--- src/hw/rtl/column_top_edge_profile_top_macros.svh ---
// Assertion macros for the column top-edge profile block.
// Every macro samples on the rising edge of i_clk and is disabled while i_rst_n is low.
`ifndef COLUMN_TOP_EDGE_PROFILE_TOP_MACROS_SVH
`define COLUMN_TOP_EDGE_PROFILE_TOP_MACROS_SVH

`ifndef NO_ASSERTIONS
`define CTEP_ASSERT_SAME(label, ante, cons) \
    label: assert property (@(posedge i_clk) disable iff (!i_rst_n) (ante) |-> (cons)) \
        else $error("column top-edge profile check failed");
`define CTEP_ASSERT_NEXT(label, ante, cons) \
    label: assert property (@(posedge i_clk) disable iff (!i_rst_n) (ante) |=> (cons)) \
        else $error("column top-edge profile check failed");
`define CTEP_ASSERT_NEVER(label, cond) \
    label: assert property (@(posedge i_clk) disable iff (!i_rst_n) !(cond)) \
        else $error("column top-edge profile check failed");
`else
`define CTEP_ASSERT_SAME(label, ante, cons)
`define CTEP_ASSERT_NEXT(label, ante, cons)
`define CTEP_ASSERT_NEVER(label, cond)
`endif

`endif

--- src/hw/rtl/ctep_pkg.sv ---
`default_nettype none

package ctep_pkg;

    localparam int MAX_COLUMNS_DEF = 2048;
    localparam int MAX_ROWS_DEF    = 4096;

    localparam logic [7:0]  THRESHOLD_RST = 8'd120;
    localparam logic [11:0] WIDTH_RST     = 12'd640;
    localparam logic [12:0] HEIGHT_RST    = 13'd480;

    localparam int CFG_INDEX_W = 2;
    localparam int CFG_DATA_W  = 13;

    localparam int OUTQ_DEPTH = 4;
    localparam int OUTQ_PTR_W = $clog2(OUTQ_DEPTH);
    localparam int OUTQ_LVL_W = OUTQ_PTR_W + 1;

    // Column store entry: found flag on top of the row where it was found.
    localparam int ENTRY_W = 13;

    typedef enum logic [CFG_INDEX_W-1:0] {
        REG_WHITE_THRESHOLD = 2'd0,
        REG_FRAME_WIDTH     = 2'd1,
        REG_FRAME_HEIGHT    = 2'd2
    } t_cfg_reg;

    // One pixel request as it leaves the counter stage.
    typedef struct packed {
        logic [10:0] column;
        logic [11:0] row_lo;
        logic [11:0] top_none;
        logic        fg;
        logic        first_row;
        logic        last_row;
        logic        last_col;
    } t_req;

    typedef struct packed {
        logic [10:0] column;
        logic [11:0] top_row;
        logic        last_column;
    } t_result;

endpackage

`default_nettype wire

--- src/hw/rtl/ctep_outq.sv ---
`default_nettype none

module ctep_outq (
    input  wire logic                                i_clk,
    input  wire logic                                i_rst_n,
    input  wire logic                                i_push,
    input  wire ctep_pkg::t_result                   i_res,
    input  wire logic                                i_pop_ready,
    output      logic                                o_valid,
    output      ctep_pkg::t_result                   o_res,
    output      logic [ctep_pkg::OUTQ_LVL_W-1:0]     o_level
);
    import ctep_pkg::*;

    t_result                r_buf [OUTQ_DEPTH];
    logic [OUTQ_PTR_W-1:0]  r_wr_ptr;
    logic [OUTQ_PTR_W-1:0]  r_rd_ptr;
    logic [OUTQ_LVL_W-1:0]  r_level;
    logic                   pop;

    assign pop = (r_level != '0) && i_pop_ready;

    always_ff @(posedge i_clk) begin
        if (i_push) begin
            r_buf[r_wr_ptr] <= i_res;
        end
    end

    always_ff @(posedge i_clk) begin
        if (!i_rst_n) begin
            r_wr_ptr <= '0;
            r_rd_ptr <= '0;
            r_level  <= '0;
        end else begin
            if (i_push) begin
                r_wr_ptr <= r_wr_ptr + 1'b1;
            end
            if (pop) begin
                r_rd_ptr <= r_rd_ptr + 1'b1;
            end
            r_level <= r_level + OUTQ_LVL_W'(i_push) - OUTQ_LVL_W'(pop);
        end
    end

    assign o_valid = (r_level != '0);
    assign o_res   = r_buf[r_rd_ptr];
    assign o_level = r_level;

endmodule

`default_nettype wire

--- config.mk ---
export PLATFORM = sky130hd
export DESIGN_NAME = ctep_outq
export DESIGN_NICKNAME = d
export VERILOG_FILES = /design/src/hw/rtl/column_top_edge_profile_top_macros.svh /design/src/hw/rtl/ctep_pkg.sv /design/src/hw/rtl/ctep_outq.sv
export SDC_FILE = /design/constraint.sdc
export NUM_CORES = 1
export LEC_CHECK = 0
export BUFFER_PORTS_ARGS = -buffer_cell sky130_fd_sc_hd__buf_2
export CAP_MARGIN = 25
export CORE_AREA = 4 4 112 114
export CTS_CLUSTER_DIAMETER = 60
export DETAILED_ROUTE_END_ITERATION = 16
export DIE_AREA = 0 0 116 118
export PLACE_DENSITY = 0.51
export REMOVE_ABC_BUFFERS = 1
export SETUP_SLACK_MARGIN = 0.05
export SLEW_MARGIN = 20
export SYNTH_ARGS = -nofsm -noshare
export SYNTH_HDL_FRONTEND = slang
export SYNTH_SLANG_ARGS = --single-unit
--- constraint.sdc ---
create_clock -name i_clk -period 3.4 [get_ports i_clk]
set_input_delay 0.17 -clock i_clk [delete_from_list [all_inputs] [get_ports i_clk]]
set_output_delay 0.17 -clock i_clk [all_outputs]
set_load 0.05 [all_outputs]
Word level (Yosys, flattened, before mapping)
Memories as Yosys holds them, arrays and structs flattened. A register that Yosys moved wholly into a read port is not among the register bits.
Index checks and enable logic that the tools add are counted.
{ "op_classes": {"add_sub_neg": 4, "muxes": 4, "reduce_logical": 2} }
{ "ops": {"columns": ["cell", "count"], "rows": [
  ["$add A2 B1 Y2 const B", 2],
  ["$mux W2", 2],
  ["$add A3 B1 Y3", 1],
  ["$reduce_bool A3 Y1", 1],
  ["$sub A3 B1 Y3", 1],
  ["$mux W1", 2],
  ["$logic_and A1 B1 Y1", 1]
]} }
{ "word_totals": {"regBits": 7, "mem_bits_rw": 96, "input_bits": 28, "memories": 1} }
{ "mem_list": {"columns": ["memory", "depth", "width", "read_ports", "rd_ports_with_merged_regs", "write_ports", "line_no", "rtl"], "rows": [
  ["r_buf", 4, 24, 1, 1, 1, "ctep_outq.sv:15", "t_result r_buf [OUTQ_DEPTH];"]
]} }

Logic depth before layout (Yosys ltp)
{ "depth": {"word_depth": 4, "mapped_depth": 7, "depth_no_buf": 7} }

Worst setup path before layout
OpenSTA, ideal clock, no wires.
{ "synth_timing": {"kind": "reg2reg", "from": "register r_level[1], in the netlist o_level[1]", "to": "register r_level[2], in the netlist o_level[2]", "setup_ns": 0.115, "arrival_ns": 2.058, "setup_slack_ns": 1.227, "stages_incl_launch_ff": 8, "n_path_buf": 0, "path_cell_list": "dfxtp_1 -> o31a_1 -> ha_1 -> inv_1 -> ha_1 -> fa_1 -> xnor3_1 -> and2_1"} }
{ "synth_between": {"elab_chain_len": 3, "elab_cells_between_ends": 4, "cone_classes": "add/sub (2); reduce/logical (2)"} }
{ "synth_lines": {"columns": ["item", "line_no", "rtl"], "rows": [
  ["start, declared", "ctep_outq.sv:18", "logic [OUTQ_LVL_W-1:0] r_level;"],
  ["start signal, assigned", "ctep_outq.sv:41", "r_level <= r_level + OUTQ_LVL_W'(i_push) - OUTQ_LVL_W'(pop);"],
  ["$reduce_bool A3 Y1", "ctep_outq.sv:21", "assign pop = (r_level != '0) && i_pop_ready;"],
  ["$logic_and A1 B1 Y1", "ctep_outq.sv:21", null],
  ["via pop", "ctep_outq.sv:19", "logic pop;"],
  ["$sub A3 B1 Y3", "ctep_outq.sv:41", null]
]} }
The timed path passes the listed nets, and every way through them passes these cells.
A chain may end at the register's enable or synchronous reset.

==> results_dict.tcl <==
set metrics [dict create \
    ys_types 21 \
    initial_utilization_pct 34.8 \
    fin_util_pct 41.0 \
    cp_data_required_time_ns 3.23 \
    tightestPinTransition_ns 0.889 \
    setup_viol 0 \
    grt_pass1_wl_um 10700 \
    synthSimpleGateAreaFrac_pct 2.08 \
    grt_use_total_pct 10.5 \
    cp_slowest_cell "dfxtp_2" \
    numPortBuffers 55 \
    postCtsSetupBuffers 0 \
    cts.htree.levels 3 \
    drt-initial-drc-count 105 \
    drive_gt1_share_pct 40.0 \
    synth_compound_area_share_pct 0.441 \
    cts_buffer_depth 2 \
    critPathCaptureType "output pin" \
    finalInstanceArea_um2 4680 \
    ant_nets 0 \
    cp_data_arrival_time_ns 2.14 \
    drt_drc_violations_left 0 \
    cts_inserted_buffers 9 \
    wl_per_cell_um 17.6 \
    path_class "flip-flop to output pin" \
    vias 1798 \
    cts-hold-fix-buffers 0 \
    finalSetupTns_ns 0 \
    dpl_cell_area_um2 4400 \
    period_needed_ns 2.31 \
    clkSinkCount 105 \
    final_nets 270 \
    final_hold_viol_count 0 \
    cp_max_fo 24 \
    avgSynthCellArea_um2 23.4 \
    syn_to_final_growth_pct 17.8 \
    diodes 0 \
    die_h_um 118 \
    gp_congestion 0.704 \
    drt-total-wl_um 6730 \
    startpoint_type "flip-flop" \
    p_per_area_nw_per_um2 736 \
    die_w_um 116 \
    p_leak_uw 0.00163 \
    rows 39 \
    synth_area_um2 3970 \
    io_pins 56 \
    ys_seq_area_share_pct 77.1 \
    cts-root-buf "clkbuf_16" \
    die_area_um2 13700 \
    slowest_delay_ns 0.92 \
    maxCapViolCount 0 \
    crit_chain "mux4_1 > buf_2" \
    yosys_warnings 0 \
    slew_violations 0 \
    grt_overflow 0 \
    synth_top_family_by_area "multiplexers" \
    layout_commonest_cell "edfxtp_1" \
    syn_inst 170 \
    grt_pass1_vias 1917 \
    synth_edf_count 96 \
    synth-seq-cells 105 \
    fmax_mhz 432 \
    skew_ns 0.00510 \
    holdWs_ns 0.0441 \
    path_delay_family "flip-flops" \
    vdd_ir_drop_max_mv 0.554 \
    synth_xor_area_share_pct 0.787 \
    firstDrtPassIters 4 \
    routed_via_density 4.69 \
    yosys_most_used_dff "edfxtp_1" \
    relSlewSlack_pct 40.7 \
    grt_start_max_net_pins 25 \
    period_share_pct 68.1 \
    cp.buffers_inverters 1 \
    hpwl_um 4260 \
    cts_resized 0 \
    outcome "finished, final reports clean" \
    cts_tree "built" \
    synthAdderAreaFrac_pct 2.39 \
    mostFrequentLayoutCells "edfxtp_1 (96), buf_2 (55), mux4_2 (20)" \
    rsz0062_at_grt "false" \
    async_reset_ff_share_pct 0 \
    synthMuxAreaShare_pct 15.0 \
    clk_pin_slew_worst_paths_ns 0.07 \
    fp.coreArea_um2 11400 \
    antenna_found_initial 0 \
    clock_latency_ns 0.34 \
    hp-class "input pin to flip-flop" \
]
metal layers:
| metal | vias to the layer above | GRT usage, % | routed length, um |
|---|---|---|---|
| met5 | - | 0 | 0 |
| met4 | 0 | 3.05 | 78 |
| met3 | 9 | 4.58 | 487 |
| met2 | 50 | 16.5 | 3230 |
| met1 | 913 | 13.3 | 2940 |
| li1 | 826 | - | - |
cell type report:
| cell class | instances | area (um2) |
|---|---|---|
| sequential | 105 | 3060 |
| clock inverter | 6 | 50.0 |
| timing repair buffer | 60 | 313 |
| fill | 1019 | 6740 |
| tap | 143 | 179 |
| multi-input combinational | 53 | 822 |
| clock buffer | 10 | 229 |
| inverter | 6 | 22.5 |
cells in the mapped netlist (2+ instances only):
library cell | n | area share (%)
edfxtp_1 | 96 | 73
mux4_2 | 20 | 11
dfxtp_1 | 9 | 4.5
and2_1 | 8 | 1.3
ha_1 | 6 | 1.9
inv_1 | 6 | 0.57
mux2i_1 | 4 | 1.0
mux4_1 | 4 | 2.6
buf_12 | 2 | 1.0
buf_2 | 2 | 0.25
nand2_1 | 2 | 0.19
nand2b_1 | 2 | 0.31
metrics by stage:
stage | total power, uW | setup slack, ns | std cells
after floorplan | 2310 | 1.19 | 164
after global placement | 2540 | 1.37 | 367
after detailed placement | 2540 | 1.38 | 367
after CTS | 3500 | 1.00 | 383
after global routing | 3620 | 0.901 | 383
final | 3450 | 1.09 | 383
path summary, 6_finish.rpt:
kind | depth (start not counted) | to | from | slack, ns
max | 2 | o_res[23] | flip-flop | 1.09
min | 1 | r_buf[1][5] | i_res[5] | 0.04
max reg2reg | 7 | o_level[2] | o_level[1] | 1.39
min reg2reg | 2 | r_rd_ptr[1] | r_rd_ptr[1] | 0.49
cells by family after synthesis:
family          Yosys count
fa+ha+maj                 7
buf+inv                  12
mux                      28
compound gates            2
flops                   105
simple gates             14
xor+xnor                  2
flip-flops by register name, indices dropped and copies added (netlist names), named ones only:
name,flops
r_buf,96
r_wr_ptr,2
r_rd_ptr,2
o_level,3
power breakdown:
| group | internal (uW) | leakage [uW] | total (uW) | switching (uW) |
|---|---|---|---|---|
| clock | 506 | 0.000135 | 958 | 452 |
| sequential | 1500 | 0.000956 | 1590 | 98.6 |
| combinational | 309 | 0.000538 | 893 | 584 |
| total | 2310 | 0.00163 | 3450 | 1130 |
Note: power is estimated with default switching activity, not from simulation.
