File: src/hw/rtl/column_top_edge_profile_top_macros.svh
// Assertion macros for the column top-edge profile block.
// Every macro samples on the rising edge of i_clk and is disabled while i_rst_n is low.
`ifndef COLUMN_TOP_EDGE_PROFILE_TOP_MACROS_SVH
`define COLUMN_TOP_EDGE_PROFILE_TOP_MACROS_SVH

`ifndef NO_ASSERTIONS
`define CTEP_ASSERT_SAME(label, ante, cons) \
    label: assert property (@(posedge i_clk) disable iff (!i_rst_n) (ante) |-> (cons)) \
        else $error("column top-edge profile check failed");
`define CTEP_ASSERT_NEXT(label, ante, cons) \
    label: assert property (@(posedge i_clk) disable iff (!i_rst_n) (ante) |=> (cons)) \
        else $error("column top-edge profile check failed");
`define CTEP_ASSERT_NEVER(label, cond) \
    label: assert property (@(posedge i_clk) disable iff (!i_rst_n) !(cond)) \
        else $error("column top-edge profile check failed");
`else
`define CTEP_ASSERT_SAME(label, ante, cons)
`define CTEP_ASSERT_NEXT(label, ante, cons)
`define CTEP_ASSERT_NEVER(label, cond)
`endif

`endif

File: src/hw/rtl/ctep_pkg.sv
`default_nettype none

package ctep_pkg;

    localparam int MAX_COLUMNS_DEF = 2048;
    localparam int MAX_ROWS_DEF    = 4096;

    localparam logic [7:0]  THRESHOLD_RST = 8'd120;
    localparam logic [11:0] WIDTH_RST     = 12'd640;
    localparam logic [12:0] HEIGHT_RST    = 13'd480;

    localparam int CFG_INDEX_W = 2;
    localparam int CFG_DATA_W  = 13;

    localparam int OUTQ_DEPTH = 4;
    localparam int OUTQ_PTR_W = $clog2(OUTQ_DEPTH);
    localparam int OUTQ_LVL_W = OUTQ_PTR_W + 1;

    // Column store entry: found flag on top of the row where it was found.
    localparam int ENTRY_W = 13;

    typedef enum logic [CFG_INDEX_W-1:0] {
        REG_WHITE_THRESHOLD = 2'd0,
        REG_FRAME_WIDTH     = 2'd1,
        REG_FRAME_HEIGHT    = 2'd2
    } t_cfg_reg;

    // One pixel request as it leaves the counter stage.
    typedef struct packed {
        logic [10:0] column;
        logic [11:0] row_lo;
        logic [11:0] top_none;
        logic        fg;
        logic        first_row;
        logic        last_row;
        logic        last_col;
    } t_req;

    typedef struct packed {
        logic [10:0] column;
        logic [11:0] top_row;
        logic        last_column;
    } t_result;

endpackage

`default_nettype wire

File: src/hw/rtl/ctep_ctrl.sv
`default_nettype none

module ctep_ctrl #(
    parameter int MAX_COLUMNS = ctep_pkg::MAX_COLUMNS_DEF,
    parameter int MAX_ROWS    = ctep_pkg::MAX_ROWS_DEF,
    localparam int COL_W = (MAX_COLUMNS > 1) ? $clog2(MAX_COLUMNS) : 1,
    localparam int ROW_W = (MAX_ROWS > 1) ? $clog2(MAX_ROWS) : 1
) (
    input  wire logic                               i_clk,
    input  wire logic                               i_rst_n,
    input  wire logic                               i_cfg_valid,
    input  wire logic [ctep_pkg::CFG_INDEX_W-1:0]   i_cfg_index,
    input  wire logic [ctep_pkg::CFG_DATA_W-1:0]    i_cfg_data,
    input  wire logic                               i_accept,
    input  wire logic [7:0]                         i_pixel,
    input  wire logic                               i_frame_start,
    output      ctep_pkg::t_req                     o_req,
    output      logic [COL_W-1:0]                   o_addr
);
    import ctep_pkg::*;

    logic [7:0]       r_threshold;
    logic [11:0]      r_frame_width;
    logic [12:0]      r_frame_height;
    logic [COL_W-1:0] r_col;
    logic [COL_W-1:0] n_col;
    logic [ROW_W-1:0] r_row;
    logic [ROW_W-1:0] n_row;

    logic [COL_W-1:0] col_cur;
    logic [ROW_W-1:0] row_cur;
    logic [15:0]      fw_ext;
    logic [15:0]      fh_ext;
    logic [15:0]      w_eff;
    logic [15:0]      h_eff;
    logic [15:0]      h_m1;
    logic [15:0]      col_p1;
    logic [15:0]      row_p1;
    logic [15:0]      col_ext;
    logic [15:0]      row_ext;
    logic             last_col;
    logic             last_row;

    always_ff @(posedge i_clk) begin
        if (!i_rst_n) begin
            r_threshold    <= THRESHOLD_RST;
            r_frame_width  <= WIDTH_RST;
            r_frame_height <= HEIGHT_RST;
        end else if (i_cfg_valid) begin
            unique case (t_cfg_reg'(i_cfg_index))
                REG_WHITE_THRESHOLD: r_threshold    <= i_cfg_data[7:0];
                REG_FRAME_WIDTH:     r_frame_width  <= i_cfg_data[11:0];
                REG_FRAME_HEIGHT:    r_frame_height <= i_cfg_data[12:0];
                default: ;
            endcase
        end
    end

    // Sizes are clamped to one..the store limits.
    always_comb begin
        fw_ext = {4'b0, r_frame_width};
        fh_ext = {3'b0, r_frame_height};
        if (fw_ext == 16'd0) begin
            w_eff = 16'd1;
        end else if (fw_ext > 16'(MAX_COLUMNS)) begin
            w_eff = 16'(MAX_COLUMNS);
        end else begin
            w_eff = fw_ext;
        end
        if (fh_ext == 16'd0) begin
            h_eff = 16'd1;
        end else if (fh_ext > 16'(MAX_ROWS)) begin
            h_eff = 16'(MAX_ROWS);
        end else begin
            h_eff = fh_ext;
        end
        h_m1 = h_eff - 16'd1;
    end

    always_comb begin
        col_cur  = i_frame_start ? '0 : r_col;
        row_cur  = i_frame_start ? '0 : r_row;
        col_ext  = 16'(col_cur);
        row_ext  = 16'(row_cur);
        col_p1   = col_ext + 16'd1;
        row_p1   = row_ext + 16'd1;
        last_col = (col_p1 >= w_eff);
        last_row = (row_p1 >= h_eff);
        if (last_col) begin
            n_col = '0;
            n_row = last_row ? '0 : row_p1[ROW_W-1:0];
        end else begin
            n_col = col_p1[COL_W-1:0];
            n_row = row_cur;
        end
    end

    always_ff @(posedge i_clk) begin
        if (!i_rst_n) begin
            r_col <= '0;
            r_row <= '0;
        end else if (i_accept) begin
            r_col <= n_col;
            r_row <= n_row;
        end
    end

    always_comb begin
        o_addr           = col_cur;
        o_req.column     = col_ext[10:0];
        o_req.row_lo     = row_ext[11:0];
        o_req.top_none   = h_m1[11:0];
        o_req.fg         = (i_pixel > r_threshold);
        o_req.first_row  = (row_cur == '0);
        o_req.last_row   = last_row;
        o_req.last_col   = last_col;
    end

endmodule

`default_nettype wire

File: config.mk
export PLATFORM = sky130hd
export DESIGN_NAME = ctep_ctrl
export DESIGN_NICKNAME = d
export VERILOG_FILES = /design/src/hw/rtl/column_top_edge_profile_top_macros.svh /design/src/hw/rtl/ctep_pkg.sv /design/src/hw/rtl/ctep_ctrl.sv
export SDC_FILE = /design/constraint.sdc
export NUM_CORES = 1
export LEC_CHECK = 0
export BUFFER_PORTS_ARGS = -buffer_cell sky130_fd_sc_hd__buf_2
export CORE_MARGIN = 10
export CORE_UTILIZATION = 45
export CTS_BUF_LIST = sky130_fd_sc_hd__clkbuf_16
export DETAILED_ROUTE_END_ITERATION = 7
export PLACE_DENSITY = 0.67
export SLEW_MARGIN = 30
export SYNTH_ARGS = -nofsm -noshare
export SYNTH_HDL_FRONTEND = slang
export SYNTH_SLANG_ARGS = --single-unit
File: constraint.sdc
create_clock -name i_clk -period 6 [get_ports i_clk]
set_input_delay 1.2 -clock i_clk [delete_from_list [all_inputs] [get_ports i_clk]]
set_output_delay 1.2 -clock i_clk [all_outputs]
set_load 0.01 [all_outputs]
### Word-level counts from Yosys, hierarchy flattened

Index checks and enable logic that the tools add are counted.

* add/subtract/negate cells: 3
* magnitude comparators: 5
* equal/unequal tests: 2
* multiplexer cells: 9
* reduce and logical (&&, ||, !) cells: 7

Operators with widths (number)
* 12-bit 2-to-1 mux: 5
* 13-bit 2-to-1 mux: 2
* 12-bit zero test: 2
* 11-bit 2-to-1 mux: 2
* 12-bit by 16-bit >= comparator with 1-bit output: 1
* 12-bit by 1-bit adder with 13-bit output (second input constant): 1
* 13-bit >= comparator: 1
* 13-bit greater-than comparator (second input constant): 1
* 13-bit zero test: 1
* 11-bit by 1-bit adder with 12-bit output (second input constant): 1
* 12-bit greater-than comparator (second input constant): 1
* 12-bit by 1-bit subtractor with 12-bit output (second input constant): 1
* 8-bit greater-than comparator: 1
* 2-bit AND reduction: 3
* 2-bit by 1-bit equality test with 1-bit output (second input constant): 1
* 2-bit equality test (second input constant): 1
* 2-bit zero test: 1

* bits in registers: 56
* word-level logic and storage cells: 31

### Logic depth before layout (Yosys ltp)

* depth after elaboration: 6
* mapped depth: 19
* mapped depth without buffers: 17

### Least setup slack after synthesis

Ideal clock, no wire load.

* path type: input port to output port
* from: input i_frame_start
* to: output o_req[1] (netlist name)
* arrival: 4.110 ns
* required time: 4.800 ns
* path slack: 0.690 ns
* cell stages on the path: 16
* path buffers: 4
* cell sequence: buf_2 > buf_2 > buf_1 > nor2b_1 > ha_1 > and3_1 > nand3_1 > nor2_1 > nand2_1 > xnor2_1 > ha_1 > a21oi_1 > a31oi_1 > a2111oi_2 > o21ai_0 > buf_4

RTL lines
* start, declared: RTL line ctep_ctrl.sv:16 `input wire logic i_frame_start,`
* end, declared: RTL line ctep_ctrl.sv:17 `output ctep_pkg::t_req o_req,`

==> results.md <==
* Status: finished, final reports clean
* Final Hold Fails at 0
* Yosys top cell area share at about 29%
* Clock slew seen by the registers of the worst setup and hold paths at 70 ps
* R2R Path End: r_row[5]$_SDFFE_PN0P_
* H-tree Lvls at 2
* Commonest non-fill, non-tap cells in the layout: 95 x nand2_1, 77 x buf_2, 56 x dfxtp_1
* Maximum VDD drop at 99.8 µV
* Final wirelength at about 10000 µm
* DR vias/cell at between 5 and 6
* P per Cell Area at around 180 nW/µm²
* Actual slew at the worst max-slew pin at between 700 and 800 ps
* Initial DRC count at 204
* Hold Slack at between 400 and 500 ps
* Mapped cell area at roughly 3900 µm²
* Final #Nets at between 600 and 700
* R2r setup slk at 2060 ps
* Top cells by area, synth: dfxtp_1 29%, ha_1 12%, nand2_1 9.1%, a21boi_0 5.4%, nor2b_1 4.0%
* CTS root buf: clkbuf_16
* Commonest non-fill, non-tap cell in the layout: nand2_1
* Post-route ant nets at 0
* RSZ-0062 raised after global routing: false
* Site Rows at 33
* Period Utilization, post-route at approximately nine tenths
* Max-slew headroom at 51.4%
* Post-route minimum period at ~5300 ps
* Syn_nets at roughly 570
* Post-synth ARST share at 0%
* Worst setup path startpoint: i_frame_start
* CTS Sinks at 56
* First-pass GRT wire length at between 15,000 and 20,000 µm
* Core area at between 8000 and 9000 µm²
* Ys Warns at 0
* Path depth of the worst reg2reg path at 15
* CP delay by family, top: simple AND/OR/NAND/NOR gates
* Netlist cell types at 48
* Total of max-cap violations at 0
* Drt first pass iters at 4
* Critical path endpoint category: primary output
* Cts bufs inserted at 5
* Crit-path cells: buf_2, inv_1, nand2_1, inv_1, ha_1, and3_1, nand3_1, nor2_1, nand2_1, xnor2_1, ha_1, a21oi_1, a31oi_1, a2111oi_2, o21ai_0, buf_2
* Postcts setup bufs at 0
* Crit-path slowest cell: a2111oi_2
* CP Capture Point: o_req[1]
* Worst skew pair latency at 290 ps
* Req. time, crit path at 4800 ps
* Via count at 3,575
* Element type at the critical path start: primary input
* Pins Over Slew Limit at 0
* Reg2reg start: r_row[1]$_SDFFE_PN0P_
* Slowest Stage Delay on Critical Path at 350 ps
* Hold Path Class: reg -> reg
* Max FO, Critical Path at 13
* WL per Instance at 14.9 µm
* Pleak at approximately 2.1 nW
* Final setup vio count at 0
* CP arrival at 4150 ps
* Residual DRC at 0
* Initial antenna violation count at 0
* Register area share after synthesis at between 20% and 30%
* Hold_buf cts at 0
* Largest net degree at the start of global routing at slightly below 50
* Hold path start: r_frame_width[0]$_SDFFE_PN0P_
* CP bufs+invs at 4
* Boundary pin count at 78
* Syn Inst Count at a little over 500
* Ant diodes at 0
* Post-synth EDFFs at 0
* I/O Buffers at 77
* Die W at between 100 and 150 µm
* Synth area leader: dfxtp_1
* Clock tree buffer depth at 2
* PostCTS Resize Cnt at 0
* Die area at about 13,000 µm²
* Vias in the first global route at between 3,000 and 4,000
* Top FF cell, synth: dfxtp_1
* TritonCTS clock tree: built
* Crit path kind: in -> out
* Detail Placement HPWL at around 8000 µm
* Yosys reg bits at 56
* Clock Skew at around 8.4 ps
* Layout cells sized above 1 at about 17%
* GRT overflow at 0
* Achievable frequency at about 190 MHz
* Gr usage total at around 15%
* Critical path depth at 16
* GP Congestion at roughly 0.83
* Layout area overhead at 12.4%
* Chip height at approximately 110 µm
* TNS Setup at 0 ps
* Avg Inst Size Synth at about 7.7 µm²
* Starting Density at between 40% and 50%
## power breakdown
group          switching (mW)  total, mW  internal [mW]
clock                   0.136      0.292          0.156
sequential            0.00910      0.390          0.381
combinational          0.0656      0.112         0.0461
total                   0.211      0.793          0.583
## sequential cells by signal, summed over array words and instances (netlist names)
register / count
r_threshold: 8
r_frame_height: 13
r_row: 12
r_frame_width: 12
r_col: 11
## through the flow
| step | total power [mW] | utilization [%] | setup WS [ps] | std cells | cell area (µm²) |
|---|---|---|---|---|---|
| finish | 0.793 | 52.7 | 654 | 667 | 4390 |
| CTS | 0.806 | 52.7 | 694 | 667 | 4390 |
| global placement | 0.508 | 50.9 | 828 | 659 | 4250 |
| global route | 0.836 | 52.7 | 343 | 667 | 4390 |
| floorplan | 0.472 | - | 690 | 509 | 3910 |
| detailed placement | 0.511 | 50.9 | 698 | 659 | 4250 |
## worst min path at each step
stage / slack [ps] / to / depth (start not counted)
after floorplan: 430 / r_row[8]$_SDFFE_PN0P_ / 1
after global placement: 460 / r_frame_width[0]$_SDFFE_PN0P_ / 2
after detailed placement: 460 / r_frame_width[0]$_SDFFE_PN0P_ / 2
after CTS: 470 / r_frame_width[0]$_SDFFE_PN0P_ / 2
after global routing: 510 / r_row[10]$_SDFFE_PN0P_ / 1
final: 470 / r_frame_width[0]$_SDFFE_PN0P_ / 2
## worst reg2reg max path, stage by stage, from the launching register on
cell,delay (ps)
dfxtp_1,400
nor2b_1,240
ha_1,260
and3_1,250
nand3_1,190
nor2_1,200
nand2_1,90
xnor2_1,190
ha_1,300
a21oi_1,150
a31oi_1,130
a2111oi_2,350
o211ai_1,310
nor2_2,520
a22o_1,240
a21o_1,70
## final cells by class
cell class	count	area (µm²)
Clock inverter	3	21.3
Tap cell	105	131
Fill cell	849	3950
Inverter	23	86.3
Clock buffer	5	125
Sequential cell	56	1120
Multi-Input combinational cell	395	2500
Timing Repair Buffer	80	408
## synth_stat cells, drive strengths merged, types with 2 or more instances
cell,count
a31oi,3
xnor2,11
ha,37
and2,3
nand2,95
nor4,7
buf,22
a21oi,15
nor3,6
inv,23
a21boi,28
dfxtp,56
a32oi,3
nor3b,2
xor2,12
o31a,2
clkbuf,13
a22o,9
o21ai,16
o211ai,6
nor2,34
nand3b,3
a21o,5
and3,6
nand4,4
nand2b,13
o21a,5
nor2b,25
and4,2
nand3,29
and3b,2
o22ai,3
## cell families after synthesis
group | share of synthesized area (%)
and+or+nand+nor | 28.8
AOI/OAI and AO/OA | 18.0
buffers and inverters | 7.33
DFF | 28.7
adders and majority gates | 11.8
xor gates and xnor gates | 5.15
muxes | 0.256
## layer usage
layer  vias to the layer above  global-route usage [%]  wire length (µm)
met4                         0                    3.72                96
met5                         -                       0                 0
met2                        51                    26.7              4980
met1                      1677                    18.1              4420
li1                       1841                       -                 -
met3                         6                    3.65               447
Power figures use the tool's default switching activity.
